==> config.mk <==
export PLATFORM = sky130hd
export DESIGN_NAME = biquad_tdf2_filter_with_clamp
export DESIGN_NICKNAME = d
export VERILOG_FILES = /design/src/hdl/bqc_pkg.sv /design/src/hdl/bqc_seq.sv /design/src/hdl/bqc_datapath.sv /design/src/hdl/biquad_tdf2_filter_with_clamp.sv
export SDC_FILE = /design/constraint.sdc
export NUM_CORES = 2
export LEC_CHECK = 0
export BUFFER_PORTS_ARGS = -buffer_cell sky130_fd_sc_hd__buf_2
export CORE_ASPECT_RATIO = 1.25
export CORE_UTILIZATION = 66
export CTS_CLUSTER_DIAMETER = 40
export DETAILED_ROUTE_END_ITERATION = 8
export HOLD_SLACK_MARGIN = 0.03
export PLACE_DENSITY = 0.83
export SETUP_SLACK_MARGIN = 0.4
export SLEW_MARGIN = 5
export SYNTH_ARGS = -nofsm -noshare
export SYNTH_HDL_FRONTEND = slang
export SYNTH_SLANG_ARGS = --single-unit
==> constraint.sdc <==
create_clock -name clk -period 10.6 [get_ports clk]
set_input_delay 0.53 -clock clk [delete_from_list [all_inputs] [get_ports clk]]
set_output_delay 0.53 -clock clk [all_outputs]
set_load 0.02 [all_outputs]
==> src/hdl/bqc_pkg.sv <==
// Shared definitions for the biquad filter: fixed-point constants, control codes,
// the microword layout and the microprogram ROM used by the sequencer.
// No dependencies.
`default_nettype none

package bqc_pkg;

    localparam int SAMPLE_WIDTH_DEF = 32;
    localparam int COEF_WIDTH_DEF   = 40;
    localparam int COEF_FRAC        = 28;
    localparam int STATE_WIDTH      = 64;
    localparam longint COEF_ONE     = 64'sd1 <<< COEF_FRAC;

    localparam int STEP_WIDTH = 5;
    localparam int CFG_INDEX_WIDTH = 3;

    typedef logic [STEP_WIDTH-1:0] step_t;

    // Configuration register indexes.
    localparam logic [CFG_INDEX_WIDTH-1:0] CFG_B0           = 3'd0;
    localparam logic [CFG_INDEX_WIDTH-1:0] CFG_B1           = 3'd1;
    localparam logic [CFG_INDEX_WIDTH-1:0] CFG_B2           = 3'd2;
    localparam logic [CFG_INDEX_WIDTH-1:0] CFG_A1           = 3'd3;
    localparam logic [CFG_INDEX_WIDTH-1:0] CFG_A2           = 3'd4;
    localparam logic [CFG_INDEX_WIDTH-1:0] CFG_SECOND_ORDER = 3'd5;
    localparam logic [CFG_INDEX_WIDTH-1:0] CFG_CLAMP_LOW    = 3'd6;
    localparam logic [CFG_INDEX_WIDTH-1:0] CFG_CLAMP_HIGH   = 3'd7;

    typedef enum logic [1:0] {
        CMD_FILTER = 2'd0,
        CMD_CLAMP  = 2'd1,
        CMD_STEADY = 2'd2,
        CMD_DIFF   = 2'd3
    } cmd_t;

    typedef enum logic {
        A_X = 1'b0,
        A_Y = 1'b1
    } a_sel_t;

    typedef enum logic [2:0] {
        B_B0    = 3'd0,
        B_B1    = 3'd1,
        B_B2    = 3'd2,
        B_A1    = 3'd3,
        B_A2    = 3'd4,
        B_OMB0  = 3'd5,
        B_A1MB1 = 3'd6
    } b_sel_t;

    typedef enum logic [1:0] {
        BASE_ACC  = 2'd0,
        BASE_ZERO = 2'd1,
        BASE_S0   = 2'd2,
        BASE_S1Z  = 2'd3
    } base_sel_t;

    typedef enum logic [2:0] {
        ADD_NONE  = 3'd0,
        ADD_PLUS  = 3'd1,
        ADD_MINUS = 3'd2,
        ADD_RND   = 3'd3,
        ADD_S0    = 3'd4
    } add_sel_t;

    typedef enum logic [2:0] {
        J_NEXT     = 3'd0,
        J_DISPATCH = 3'd1,
        J_IF_FIRST = 3'd2,
        J_END      = 3'd3,
        J_EMIT     = 3'd4
    } jump_t;

    typedef struct packed {
        a_sel_t    a_sel;
        b_sel_t    b_sel;
        logic      hi_half;
        base_sel_t base_sel;
        add_sel_t  add_sel;
        logic      take_y;
        logic      wr_s0;
        logic      wr_s1;
        jump_t     jump;
        step_t     target;
    } uword_t;

    typedef struct packed {
        uword_t uw;
        logic   load;
        logic   emit;
    } seq_ctl_t;

    // Microprogram entry points.
    localparam step_t ST_IDLE   = 5'd0;
    localparam step_t ST_FILT   = 5'd1;
    localparam step_t ST_EMIT   = 5'd13;
    localparam step_t ST_STEADY = 5'd14;
    localparam step_t ST_DIFF   = 5'd21;

    function automatic uword_t mk_uw(input a_sel_t a, input b_sel_t b, input logic hi,
                                     input base_sel_t bs, input add_sel_t ad,
                                     input logic ty, input logic w0, input logic w1,
                                     input jump_t j, input step_t t);
        uword_t w;
        w.a_sel    = a;
        w.b_sel    = b;
        w.hi_half  = hi;
        w.base_sel = bs;
        w.add_sel  = ad;
        w.take_y   = ty;
        w.wr_s0    = w0;
        w.wr_s1    = w1;
        w.jump     = j;
        w.target   = t;
        return w;
    endfunction

    // Each word issues one half product; the accumulator adds the product issued by the
    // previous word. Low halves are unsigned, high halves signed and weighted up.
    function automatic uword_t ucode(input step_t s);
        uword_t w;
        w = mk_uw(A_X, B_B0, 1'b0, BASE_ACC, ADD_NONE, 1'b0, 1'b0, 1'b0, J_END, ST_IDLE);
        case (s)
            // Idle: wait for an item and branch on its command.
            5'd0:  w = mk_uw(A_X, B_B0, 1'b0, BASE_ACC, ADD_NONE,
                             1'b0, 1'b0, 1'b0, J_DISPATCH, ST_IDLE);
            // Filter: y = b0*x + s0, rounded.
            5'd1:  w = mk_uw(A_X, B_B0, 1'b0, BASE_S0, ADD_RND,
                             1'b0, 1'b0, 1'b0, J_NEXT, ST_IDLE);
            5'd2:  w = mk_uw(A_X, B_B0, 1'b1, BASE_ACC, ADD_PLUS,
                             1'b0, 1'b0, 1'b0, J_NEXT, ST_IDLE);
            5'd3:  w = mk_uw(A_X, B_B1, 1'b0, BASE_ACC, ADD_PLUS,
                             1'b0, 1'b0, 1'b0, J_NEXT, ST_IDLE);
            // New s0 = b1*x + (s1 or zero) - a1*y.
            5'd4:  w = mk_uw(A_X, B_B1, 1'b1, BASE_S1Z, ADD_PLUS,
                             1'b1, 1'b0, 1'b0, J_NEXT, ST_IDLE);
            5'd5:  w = mk_uw(A_Y, B_A1, 1'b0, BASE_ACC, ADD_PLUS,
                             1'b0, 1'b0, 1'b0, J_NEXT, ST_IDLE);
            5'd6:  w = mk_uw(A_Y, B_A1, 1'b1, BASE_ACC, ADD_MINUS,
                             1'b0, 1'b0, 1'b0, J_NEXT, ST_IDLE);
            5'd7:  w = mk_uw(A_X, B_B2, 1'b0, BASE_ACC, ADD_MINUS,
                             1'b0, 1'b0, 1'b0, J_NEXT, ST_IDLE);
            // New s1 = b2*x - a2*y, second order only.
            5'd8:  w = mk_uw(A_X, B_B2, 1'b1, BASE_ZERO, ADD_PLUS,
                             1'b0, 1'b1, 1'b0, J_IF_FIRST, ST_EMIT);
            5'd9:  w = mk_uw(A_Y, B_A2, 1'b0, BASE_ACC, ADD_PLUS,
                             1'b0, 1'b0, 1'b0, J_NEXT, ST_IDLE);
            5'd10: w = mk_uw(A_Y, B_A2, 1'b1, BASE_ACC, ADD_MINUS,
                             1'b0, 1'b0, 1'b0, J_NEXT, ST_IDLE);
            5'd11: w = mk_uw(A_X, B_B0, 1'b0, BASE_ACC, ADD_MINUS,
                             1'b0, 1'b0, 1'b0, J_NEXT, ST_IDLE);
            5'd12: w = mk_uw(A_X, B_B0, 1'b0, BASE_ACC, ADD_NONE,
                             1'b0, 1'b0, 1'b1, J_NEXT, ST_IDLE);
            5'd13: w = mk_uw(A_X, B_B0, 1'b0, BASE_ACC, ADD_NONE,
                             1'b0, 1'b0, 1'b0, J_EMIT, ST_IDLE);
            // Steady preset: s0 = p*(1 - b0), then, second order only, s1 = s0 + p*(a1 - b1).
            5'd14: w = mk_uw(A_X, B_OMB0, 1'b0, BASE_ZERO, ADD_NONE,
                             1'b0, 1'b0, 1'b0, J_NEXT, ST_IDLE);
            5'd15: w = mk_uw(A_X, B_OMB0, 1'b1, BASE_ZERO, ADD_PLUS,
                             1'b0, 1'b0, 1'b0, J_NEXT, ST_IDLE);
            5'd16: w = mk_uw(A_X, B_A1MB1, 1'b0, BASE_ACC, ADD_PLUS,
                             1'b0, 1'b0, 1'b0, J_NEXT, ST_IDLE);
            5'd17: w = mk_uw(A_X, B_A1MB1, 1'b1, BASE_ZERO, ADD_PLUS,
                             1'b0, 1'b1, 1'b0, J_IF_FIRST, ST_IDLE);
            5'd18: w = mk_uw(A_X, B_B0, 1'b0, BASE_ACC, ADD_PLUS,
                             1'b0, 1'b0, 1'b0, J_NEXT, ST_IDLE);
            5'd19: w = mk_uw(A_X, B_B0, 1'b0, BASE_ACC, ADD_S0,
                             1'b0, 1'b0, 1'b0, J_NEXT, ST_IDLE);
            5'd20: w = mk_uw(A_X, B_B0, 1'b0, BASE_ACC, ADD_NONE,
                             1'b0, 1'b0, 1'b1, J_END, ST_IDLE);
            // Differentiator preset: s0 = p*b1.
            5'd21: w = mk_uw(A_X, B_B1, 1'b0, BASE_ZERO, ADD_NONE,
                             1'b0, 1'b0, 1'b0, J_NEXT, ST_IDLE);
            5'd22: w = mk_uw(A_X, B_B1, 1'b1, BASE_ZERO, ADD_PLUS,
                             1'b0, 1'b0, 1'b0, J_NEXT, ST_IDLE);
            5'd23: w = mk_uw(A_X, B_B0, 1'b0, BASE_ACC, ADD_PLUS,
                             1'b0, 1'b0, 1'b0, J_NEXT, ST_IDLE);
            5'd24: w = mk_uw(A_X, B_B0, 1'b0, BASE_ACC, ADD_NONE,
                             1'b0, 1'b1, 1'b0, J_END, ST_IDLE);
            default: w = mk_uw(A_X, B_B0, 1'b0, BASE_ACC, ADD_NONE,
                               1'b0, 1'b0, 1'b0, J_END, ST_IDLE);
        endcase
        return w;
    endfunction

endpackage

`default_nettype wire

==> src/hdl/bqc_seq.sv <==
// Microprogram sequencer: step counter, microcode ROM lookup and jump logic.
// Depends on bqc_pkg.
`default_nettype none

module bqc_seq (
    input  wire logic              clk,
    input  wire logic              rst_n,
    input  wire logic              in_valid,
    input  wire logic [1:0]        command,
    input  wire logic              second_order,
    input  wire logic              out_valid,
    input  wire logic              out_stall,
    output logic                   in_stall,
    output bqc_pkg::seq_ctl_t      ctl
);
    import bqc_pkg::*;

    step_t  step_reg;
    step_t  step_next;
    uword_t uw;
    logic   out_free;

    assign uw       = ucode(step_reg);
    assign in_stall = (step_reg != ST_IDLE);
    assign out_free = !out_valid || !out_stall;

    always_ff @(posedge clk or negedge rst_n)
    begin
        if (!rst_n)
        begin
            step_reg <= ST_IDLE;
        end
        else
        begin
            step_reg <= step_next;
        end
    end

    always_comb
    begin
        step_next   = step_t'(step_reg + 5'd1);
        ctl.uw      = uw;
        ctl.load    = 1'b0;
        ctl.emit    = 1'b0;
        case (uw.jump)
            J_NEXT:
            begin
                step_next = step_t'(step_reg + 5'd1);
            end
            J_DISPATCH:
            begin
                if (in_valid)
                begin
                    ctl.load = 1'b1;
                    unique case (cmd_t'(command))
                        CMD_FILTER, CMD_CLAMP: step_next = ST_FILT;
                        CMD_STEADY:            step_next = ST_STEADY;
                        CMD_DIFF:              step_next = ST_DIFF;
                    endcase
                end
                else
                begin
                    step_next = step_reg;
                end
            end
            J_IF_FIRST:
            begin
                if (!second_order)
                begin
                    step_next = uw.target;
                end
            end
            J_END:
            begin
                step_next = ST_IDLE;
            end
            J_EMIT:
            begin
                // The result waits here until the output register can take it.
                if (out_free)
                begin
                    ctl.emit  = 1'b1;
                    step_next = ST_IDLE;
                end
                else
                begin
                    step_next = step_reg;
                end
            end
            default:
            begin
                step_next = ST_IDLE;
            end
        endcase
    end

endmodule

`default_nettype wire

==> src/hdl/bqc_datapath.sv <==
// Filter datapath: shared half-width multiplier, wide accumulator, state registers,
// output rounding, saturation and clamp. Driven by the microword from bqc_seq.
// Depends on bqc_pkg.
`default_nettype none

module bqc_datapath #(
    parameter int SAMPLE_WIDTH = bqc_pkg::SAMPLE_WIDTH_DEF,
    parameter int COEF_WIDTH   = bqc_pkg::COEF_WIDTH_DEF
) (
    input  wire logic                           clk,
    input  wire logic                           rst_n,
    input  wire bqc_pkg::seq_ctl_t              ctl,
    input  wire logic [1:0]                     command,
    input  wire logic signed [SAMPLE_WIDTH-1:0] sample,
    input  wire logic signed [COEF_WIDTH-1:0]   coef_b0,
    input  wire logic signed [COEF_WIDTH-1:0]   coef_b1,
    input  wire logic signed [COEF_WIDTH-1:0]   coef_b2,
    input  wire logic signed [COEF_WIDTH-1:0]   coef_a1,
    input  wire logic signed [COEF_WIDTH-1:0]   coef_a2,
    input  wire logic                           second_order,
    input  wire logic signed [SAMPLE_WIDTH-1:0] clamp_low,
    input  wire logic signed [SAMPLE_WIDTH-1:0] clamp_high,
    output logic signed [SAMPLE_WIDTH-1:0]      y_out
);
    import bqc_pkg::*;

    localparam int SW = SAMPLE_WIDTH;
    localparam int CW = COEF_WIDTH;
    // Operand width holds a coefficient, 1.0 minus a coefficient, or a difference.
    localparam int BW = ((CW > COEF_FRAC + 1) ? CW : COEF_FRAC + 1) + 1;
    localparam int LH = (BW + 1) / 2;
    localparam int HH = BW - LH;
    localparam int PW = SW + LH + 1;
    localparam int AW = ((SW + BW > STATE_WIDTH) ? SW + BW : STATE_WIDTH) + 2;

    localparam logic signed [SW-1:0] Y_MIN = {1'b1, {(SW-1){1'b0}}};
    localparam logic signed [SW-1:0] Y_MAX = {1'b0, {(SW-1){1'b1}}};
    localparam logic signed [STATE_WIDTH-1:0] S_MIN = {1'b1, {(STATE_WIDTH-1){1'b0}}};
    localparam logic signed [STATE_WIDTH-1:0] S_MAX = {1'b0, {(STATE_WIDTH-1){1'b1}}};
    localparam logic signed [AW-1:0] RND = AW'(64'sd1 <<< (COEF_FRAC - 1));
    localparam logic signed [BW-1:0] B_ONE = BW'(COEF_ONE);

    logic signed [SW-1:0]          x_reg;
    cmd_t                          cmd_reg;
    logic signed [SW-1:0]          y_reg;
    logic signed [STATE_WIDTH-1:0] s0_reg;
    logic signed [STATE_WIDTH-1:0] s1_reg;
    logic signed [PW-1:0]          prod_reg;
    logic                          hi_d_reg;
    logic signed [AW-1:0]          acc_reg;
    logic signed [AW-1:0]          acc_next;

    logic signed [BW-1:0]          b0_x, b1_x, b2_x, a1_x, a2_x, omb0, a1mb1, b_full;
    logic signed [SW-1:0]          a_op;
    logic signed [LH:0]            b_op;
    logic signed [PW-1:0]          prod;
    logic signed [AW-1:0]          prod_ext;
    logic signed [AW-1:0]          term;
    logic signed [AW-1:0]          base_val;
    logic signed [AW-1:0]          addend;
    logic signed [AW-1:0]          acc_sh;
    logic                          y_fits;
    logic signed [SW-1:0]          y_sat;
    logic signed [SW-1:0]          y_final;
    logic                          s_fits;
    logic signed [STATE_WIDTH-1:0] s_sat;

    assign b0_x  = {{(BW-CW){coef_b0[CW-1]}}, coef_b0};
    assign b1_x  = {{(BW-CW){coef_b1[CW-1]}}, coef_b1};
    assign b2_x  = {{(BW-CW){coef_b2[CW-1]}}, coef_b2};
    assign a1_x  = {{(BW-CW){coef_a1[CW-1]}}, coef_a1};
    assign a2_x  = {{(BW-CW){coef_a2[CW-1]}}, coef_a2};
    assign omb0  = B_ONE - b0_x;
    assign a1mb1 = a1_x - b1_x;

    always_comb
    begin
        case (ctl.uw.b_sel)
            B_B0:    b_full = b0_x;
            B_B1:    b_full = b1_x;
            B_B2:    b_full = b2_x;
            B_A1:    b_full = a1_x;
            B_A2:    b_full = a2_x;
            B_OMB0:  b_full = omb0;
            B_A1MB1: b_full = a1mb1;
            default: b_full = b0_x;
        endcase
    end

    // Low half goes in as an unsigned value, the high half keeps the sign.
    assign a_op = (ctl.uw.a_sel == A_Y) ? y_reg : x_reg;
    assign b_op = ctl.uw.hi_half
                ? {{(LH+1-HH){b_full[BW-1]}}, b_full[BW-1:LH]}
                : {1'b0, b_full[LH-1:0]};
    assign prod = a_op * b_op;

    assign prod_ext = {{(AW-PW){prod_reg[PW-1]}}, prod_reg};
    assign term     = hi_d_reg ? (prod_ext <<< LH) : prod_ext;

    always_comb
    begin
        unique case (ctl.uw.base_sel)
            BASE_ACC:  base_val = acc_reg;
            BASE_ZERO: base_val = '0;
            BASE_S0:   base_val = {{(AW-STATE_WIDTH){s0_reg[STATE_WIDTH-1]}}, s0_reg};
            BASE_S1Z:  base_val = second_order
                                ? {{(AW-STATE_WIDTH){s1_reg[STATE_WIDTH-1]}}, s1_reg}
                                : '0;
        endcase
        case (ctl.uw.add_sel)
            ADD_NONE:  addend = '0;
            ADD_PLUS:  addend = term;
            ADD_MINUS: addend = -term;
            ADD_RND:   addend = RND;
            ADD_S0:    addend = {{(AW-STATE_WIDTH){s0_reg[STATE_WIDTH-1]}}, s0_reg};
            default:   addend = '0;
        endcase
        acc_next = base_val + addend;
    end

    // Output rounding already sits in the accumulator; drop the fraction and saturate.
    assign acc_sh = acc_reg >>> COEF_FRAC;
    assign y_fits = (acc_sh[AW-1:SW-1] == {(AW-SW+1){acc_sh[SW-1]}});
    assign y_sat  = y_fits ? acc_sh[SW-1:0] : (acc_sh[AW-1] ? Y_MIN : Y_MAX);

    always_comb
    begin
        y_final = y_sat;
        if (cmd_reg == CMD_CLAMP)
        begin
            priority if (y_sat < clamp_low)
            begin
                y_final = clamp_low;
            end
            else if (y_sat > clamp_high)
            begin
                y_final = clamp_high;
            end
        end
    end

    assign s_fits = (acc_reg[AW-1:STATE_WIDTH-1] == {(AW-STATE_WIDTH+1){acc_reg[STATE_WIDTH-1]}});
    assign s_sat  = s_fits ? acc_reg[STATE_WIDTH-1:0] : (acc_reg[AW-1] ? S_MIN : S_MAX);

    assign y_out = y_reg;

    always_ff @(posedge clk or negedge rst_n)
    begin
        if (!rst_n)
        begin
            s0_reg <= '0;
            s1_reg <= '0;
        end
        else
        begin
            if (ctl.uw.wr_s0)
            begin
                s0_reg <= s_sat;
            end
            if (ctl.uw.wr_s1)
            begin
                s1_reg <= s_sat;
            end
        end
    end

    always_ff @(posedge clk)
    begin
        prod_reg <= prod;
        hi_d_reg <= ctl.uw.hi_half;
        acc_reg  <= acc_next;
        if (ctl.load)
        begin
            x_reg   <= sample;
            cmd_reg <= cmd_t'(command);
        end
        if (ctl.uw.take_y)
        begin
            y_reg <= y_final;
        end
    end

endmodule

`default_nettype wire

==> src/hdl/biquad_tdf2_filter_with_clamp.sv <==
// Biquad IIR filter, transposed direct form II, with output clamp and state presets.
// Filter item, first or second order: one result; the next item is taken only after
// the result has moved to the output register.
// Presets: 7 steps (steady, second order), 4 steps otherwise; no result.
// Step count is set by the one shared multiplier, two half products per coefficient.
// Reset (async, active low) clears both states and loads b0 = 1.0, full-range clamps.
`default_nettype none

module biquad_tdf2_filter_with_clamp #(
    parameter int SAMPLE_WIDTH = bqc_pkg::SAMPLE_WIDTH_DEF,
    parameter int COEF_WIDTH   = bqc_pkg::COEF_WIDTH_DEF
) (
    input  wire logic                                       clk,
    input  wire logic                                       rst_n,
    input  wire logic                                       cfg_write,
    input  wire logic [bqc_pkg::CFG_INDEX_WIDTH-1:0]        cfg_index,
    input  wire logic [((COEF_WIDTH > SAMPLE_WIDTH) ? COEF_WIDTH : SAMPLE_WIDTH)-1:0] cfg_data,
    input  wire logic                                       in_valid,
    output logic                                            in_stall,
    input  wire logic [1:0]                                 command,
    input  wire logic signed [SAMPLE_WIDTH-1:0]             sample,
    output logic                                            out_valid,
    input  wire logic                                       out_stall,
    output logic signed [SAMPLE_WIDTH-1:0]                  filtered
);
    import bqc_pkg::*;

    localparam int SW = SAMPLE_WIDTH;
    localparam int CW = COEF_WIDTH;

    logic signed [CW-1:0] b0_reg, b1_reg, b2_reg, a1_reg, a2_reg;
    logic                 second_order_reg;
    logic signed [SW-1:0] clamp_low_reg, clamp_high_reg;
    logic                 out_valid_reg;
    logic signed [SW-1:0] filtered_reg;
    logic signed [SW-1:0] y_out;
    seq_ctl_t             ctl;

    always_ff @(posedge clk or negedge rst_n)
    begin
        if (!rst_n)
        begin
            b0_reg           <= CW'(COEF_ONE);
            b1_reg           <= '0;
            b2_reg           <= '0;
            a1_reg           <= '0;
            a2_reg           <= '0;
            second_order_reg <= 1'b0;
            clamp_low_reg    <= {1'b1, {(SW-1){1'b0}}};
            clamp_high_reg   <= {1'b0, {(SW-1){1'b1}}};
        end
        else if (cfg_write)
        begin
            unique case (cfg_index)
                CFG_B0:           b0_reg           <= cfg_data[CW-1:0];
                CFG_B1:           b1_reg           <= cfg_data[CW-1:0];
                CFG_B2:           b2_reg           <= cfg_data[CW-1:0];
                CFG_A1:           a1_reg           <= cfg_data[CW-1:0];
                CFG_A2:           a2_reg           <= cfg_data[CW-1:0];
                CFG_SECOND_ORDER: second_order_reg <= cfg_data[0];
                CFG_CLAMP_LOW:    clamp_low_reg    <= cfg_data[SW-1:0];
                CFG_CLAMP_HIGH:   clamp_high_reg   <= cfg_data[SW-1:0];
            endcase
        end
    end

    bqc_seq u_seq (
        .clk          (clk),
        .rst_n        (rst_n),
        .in_valid     (in_valid),
        .command      (command),
        .second_order (second_order_reg),
        .out_valid    (out_valid_reg),
        .out_stall    (out_stall),
        .in_stall     (in_stall),
        .ctl          (ctl)
    );

    bqc_datapath #(
        .SAMPLE_WIDTH (SAMPLE_WIDTH),
        .COEF_WIDTH   (COEF_WIDTH)
    ) u_datapath (
        .clk          (clk),
        .rst_n        (rst_n),
        .ctl          (ctl),
        .command      (command),
        .sample       (sample),
        .coef_b0      (b0_reg),
        .coef_b1      (b1_reg),
        .coef_b2      (b2_reg),
        .coef_a1      (a1_reg),
        .coef_a2      (a2_reg),
        .second_order (second_order_reg),
        .clamp_low    (clamp_low_reg),
        .clamp_high   (clamp_high_reg),
        .y_out        (y_out)
    );

    // Output register: a finished item waits here while the sequencer takes the next one.
    always_ff @(posedge clk or negedge rst_n)
    begin
        if (!rst_n)
        begin
            out_valid_reg <= 1'b0;
        end
        else if (ctl.emit)
        begin
            out_valid_reg <= 1'b1;
        end
        else if (!out_stall)
        begin
            out_valid_reg <= 1'b0;
        end
    end

    always_ff @(posedge clk)
    begin
        if (ctl.emit)
        begin
            filtered_reg <= y_out;
        end
    end

    assign out_valid = out_valid_reg;
    assign filtered  = filtered_reg;

endmodule

`default_nettype wire
-- Word level (Yosys, flattened, before mapping)
Memories as Yosys holds them, arrays and structs flattened.
Index checks and enable logic that the tools add are counted.
- logic and storage cells: 103
- register bits after elaboration: 627
- bits in read-only memories: 608
- input bits: 82
- memories kept: 1
- memories (memory ; depth ; bits a word ; rd ports ; clocked after Yosys merged registers in ; wr ports ; RTL line ; source):
    (name not given) ; 32 ; 19 ; 1 ; 0 ; 0 ; bqc_pkg.sv:123 ; case (s)
- $lt $le $gt $ge: 2
- eq/ne operators: 32
- reduce and logical (&&, ||, !) cells: 18
- muxes and demuxes: 25
- add/subtract/negate cells: 5
- multiply operators: 1
- operators by type and width (kind ; number):
    $pmux W75 S4 ; 2
    $pmux W41 S6 ; 1
    $mux W32 ; 6
    $mux W64 ; 2
    $add A75 B75 Y75 ; 1
    $mux W75 ; 1
    $neg A75 Y75 ; 1
    $mux W74 ; 1
    $mul A32 B22 Y54 ; 1
    $eq A43 B43 Y1 ; 1
    $sub A30 B40 Y41 const A ; 1
    $sub A40 B40 Y41 ; 1
    $gt A32 B32 Y1 ; 1
    $lt A32 B32 Y1 ; 1
    $eq A3 B3 Y1 const B ; 9
    $mux W22 ; 1
    $eq A3 B2 Y1 const B ; 7
    $pmux W5 S4 ; 1
    $reduce_and A2 Y1 ; 9
    $mux W5 ; 3
    $pmux W5 S3 ; 1
    $eq A3 B1 Y1 const B ; 4
    $eq A11 B11 Y1 ; 1
    $eq A2 B2 Y1 const B ; 4
    other kinds (11) ; 22

-- Longest topological paths before layout
- depth after elaboration: 6
- gate-level depth with buffers: 41
- mapped depth without buffers: 38

-- Cells and area by module
A second synthesis with hierarchy kept.
- cells, all modules: 6904
- area total of the unflattened synthesis: 63641.0 sq um
- by module, submodules not included (module ; times used ; area an instance (sq um) ; cells an instance):
    bqc_datapath ; 1 ; 51674.6 ; 6171
    biquad_tdf2_filter_with_clamp ; 1 ; 10919.2 ; 600
    bqc_seq ; 1 ; 1047.3 ; 133

-- Worst setup path after synthesis
OpenSTA, ideal clock, no wires.
- path kind: reg2reg
- from: reg a1_reg[0]
- to: reg u_datapath.prod_reg[52]
- setup time: 0.106 ns
- slack: 1.502 ns
- period minus slack after synthesis: 9.098 ns
- arrival: 8.992 ns
- path buffers: 1
- cell stages (with the launch flop): 37
- cell sequence: dfrtp_1 > inv_1 > ha_1 > inv_1 > fa_1 > a21o_1 > a21oi_1 > nor3_1 > o21ai_1 > a2111oi_1 > or4_1 > nand3_1 > nor3_1 > o32a_1 > clkbuf_1 > nor2_1 > fa_1 > inv_1 > fa_1 > inv_1 > fa_1 > fa_1 > fa_1 > fa_1 > inv_1 > fa_1 > inv_1 > ha_1 > a21o_1 > a21o_1 > a21oi_1 > nand2_1 > o31ai_1 > o31ai_1 > a31oi_1 > o21bai_1 > o311ai_0
- word-level cells in the longest chain between the ends: 4
- ends and longest elaborated chain (element ; RTL line ; source):
    start, declared ; biquad_tdf2_filter_with_clamp.sv:31 ; logic signed [CW-1:0] b0_reg, b1_reg, b2_reg, a1_reg, a2_reg;
    start signal, assigned ; biquad_tdf2_filter_with_clamp.sv:58 ; CFG_A1: a1_reg <= cfg_data[CW-1:0];
    $sub A40 B40 Y41 ; bqc_datapath.sv:74 ; assign a1mb1 = a1_x - b1_x;
    $pmux W41 S6 (*) ; bqc_datapath.sv:78 ; case (ctl.uw.b_sel)
    $mux W22 (*) ; bqc_datapath.sv:93 ; ? {{(LH+1-HH){b_full[BW-1]}}, b_full[BW-1:LH]}
    $mul A32 B22 Y54 (*) ; bqc_datapath.sv:95 ; assign prod = a_op * b_op;
    via u_datapath.prod[52] ; bqc_datapath.sv:56 ; logic signed [PW-1:0] prod;
    end signal, assigned ; bqc_datapath.sv:169 ; prod_reg <= prod;
    end, declared ; bqc_datapath.sv:48 ; logic signed [PW-1:0] prod_reg;
Mark *: on every way through the listed nets, which the timed path passes. The rest lies on a longest branch.
A chain may end at the register's enable or synchronous reset.

-- Worst setup path after layout
- from: reg u_seq.step_reg[1]
- to: reg u_datapath.prod_reg[51]
- word-level cells in the longest chain between the ends: 5
- elaborated cells on any way between the ends: 11
- ends and longest elaborated chain (element ; RTL line ; source):
    start, declared ; bqc_seq.sv:18 ; step_t step_reg;
    start signal, assigned ; bqc_seq.sv:35 ; step_reg <= step_next;
    $mem_v2 Z32 W19 (*) ; - ;
    $eq A3 B3 Y1, or another cell as far along ; bqc_datapath.sv:78 ;
    $pmux W41 S6 ; bqc_datapath.sv:78 ;
    $mux W22 ; bqc_datapath.sv:93 ;
    $mul A32 B22 Y54 (*) ; bqc_datapath.sv:95 ;
    via u_datapath.prod[51] ; bqc_datapath.sv:56 ;
Marks and branches as above.

==> results.cfg <==
[synthesis]
synth_xor_area_frac = 0.0274
ys_types = 102
syn_nets = 8129
synth_area_per_cell_sq_um = 9.02
synth_ff_type = dfrtp_1
syn_area_sq_um = 63200
synth_edf_count = 98
synth_top_family_by_area = adder cells
ys_seq_area_frac = 0.246
yosysWarnings = 0
synth_simple_gate_area_frac = 0.143
synth-compound-area-share = 0.149
synthAdderAreaFrac = 0.290
ys_seq_elements = 627
async_reset_ff_frac = 0.636
synth_cells = 7005
synthMuxAreaShare = 0.0680

[finish]
multiInputGateArea_sq_um = 43300
layout.cells.non_filler = 8323
final_util = 0.733
drive_gt1_frac = 0.124
regArea_sq_um = 15600
layout.nets = 8136
final_cell_mix = inv_1, nand2_1, fa_1
area_growth_syn_to_layout_pct = 9.73
largest_reg_flops = 75
fill_cells = 6942
final_common_cell = inv_1

[floorplanning]
start_util = 0.668
core-area_sq_um = 94600
dieArea_sq_um = 97000
dieHeight_microns = 348
core.rowCount = 126
ios = 116
die_w_microns = 279

[sta]
max_freq_mhz = 99.8
clock_skew_ns = 0.0540
drv_slew = 0
relSlewSlack = 0.0297
worst_pin_slew_ns = 1.41
hold_viol_final = 0
period_share = 0.945
fin_crit_ns = 10.02
fin_tns_setup_ns = 0
final.setup.worst_slack_ns = 0.582
setup_viol = 0
rsz0062_at_grt = false

[route]
wl_per_cell_microns = 26.3
drc_errors = 0
drt_iter0_drc = 6195
viasPerCell = 6.66
first_pass_iters = 7
routed_wl_microns = 219000
vias = 55403
antenna_left = 0

[clock_network]
cts_buffers = 89
cts_tree = built
clock_latency_ns = 0.72
clk_pin_slew_ns = 0.06
cts_root_buffer = clkbuf_16
clockBufferDepth = 3
cts_sinks = 627
htree_levels = 3

[worst_setup_path]
arrival_ns = 10.59
cpMostUsedCell = fa_1
slowest_delay_ns = 0.56
critPathMaxFanout = 15
worstPathRequired_ns = 11.17
worstSetupEndpointType = flop
cp-start-kind = flop
worstSetupPathType = flop to flop
critPathSlowestCell = fa_1

[placed_design]
hpwl_microns = 158000
dp.cells = 8090
gp_congestion = 1.04
place_ws_ns = 0.106
portBuffers = 115

[outcome]
status = finished clean

[min_path]
min-delay-path-class = primary input to flop

[global_routing]
globalRouteTotalUtil = 0.452
grt_pass1_vias = 56000
grt_use_met3 = 0.123
grt_pass1_wl_microns = 330000
grt_max_degree = 152
grt_antenna_before_repair = 23
grt_busiest_layer = met2
use_met1 = 0.527
grt_util_met2 = 0.699
grt_overflow = 0

[flow_run]
cap_violations = 0
[routing by layer]
metal  wire, microns  part of all wire
met5              71           0.00032
met3           24200              0.11
met4           21500             0.098
met1           74600              0.34
met2           98200              0.45
[cell usage after synthesis, drive strengths merged, types with 73 or more instances]
master / instances / area, sq um
inv: 869 / 3260
nand2: 786 / 2950
fa: 704 / 14100
nor2: 538 / 2020
a21oi: 532 / 2670
dfrtp: 366 / 9160
ha: 338 / 4230
o21ai: 313 / 1570
clkbuf: 289 / 1080
mux2: 261 / 2940
nor3: 181 / 917
a21o: 139 / 1040
mux2i: 135 / 1360
dfxtp: 130 / 2600
xnor2: 125 / 1090
nand3: 116 / 581
buf: 98 / 464
edfxtp: 98 / 2940
xor2: 73 / 639
[critical path, delay by kind of cell (launching register included)]
kind                       cells  cell delay, ns
AOI/OAI and AO/OA              8            1.84
xor gates and xnor gates       2            0.39
adders and majority gates      9            3.98
and+or+nand+nor                8            1.65
DFF                            1            0.48
buffers and inverters          9            1.48
[stage by stage]
stage,hold slack [ns],instance area [sq um]
after floorplan,0.234,63200
after global placement,0.489,65400
after detailed placement,0.495,65400
after CTS,0.0312,68700
after global routing,0.0338,69300
final,0.0428,69300
[worst paths after layout]
check                                  start                       to  slack (ns)  cells after the start
min in group asynchronous              rst_n    u_datapath.s0_reg[26]        0.48                      2
hold reg to reg                    b2_reg[2]                b2_reg[2]        0.51                      1
hold / removal                    sample[17]     u_datapath.x_reg[17]        0.04                      1
setup reg to reg           u_seq.step_reg[1]  u_datapath.prod_reg[51]        0.58                     36
setup / recovery           u_seq.step_reg[1]  u_datapath.prod_reg[51]        0.58                     36
max in group asynchronous              rst_n               b0_reg[15]        7.84                      4
[final cells by class]
class	instances	share of cell area
Antenna cell	18	0.000650
Clock buffer	102	0.0340
Clock inverter	66	0.0109
Inverter	870	0.0471
Multi-Input combinational cell	5121	0.625
Sequential cell	627	0.225
Tap cell	1216	0.0219
Timing Repair Buffer	303	0.0357
[timing repair]
item                       in CTS  in global routing
gates resized for setup         7                 59
hold buffers                   18                  9
setup endpoints to repair      16                 27
gates cloned                    0                  3
pin swaps                       1                 14
setup buffers                   0                 17
hold endpoints to repair      113                  9
[cells by family (layout without fill, tap and decap cells)]
family          Yosys count  in the layout
xor+xnor                198            198
flops                   627            627
compound gates         1476           1476
buf+inv                1257           1341
simple gates           2009           2009
fa+ha+maj              1042           1042
other cells               0             18
mux                     396            396
Power is not shown: default switching activity piles up to over one toggle a cycle in this logic, so the estimate is an artifact.
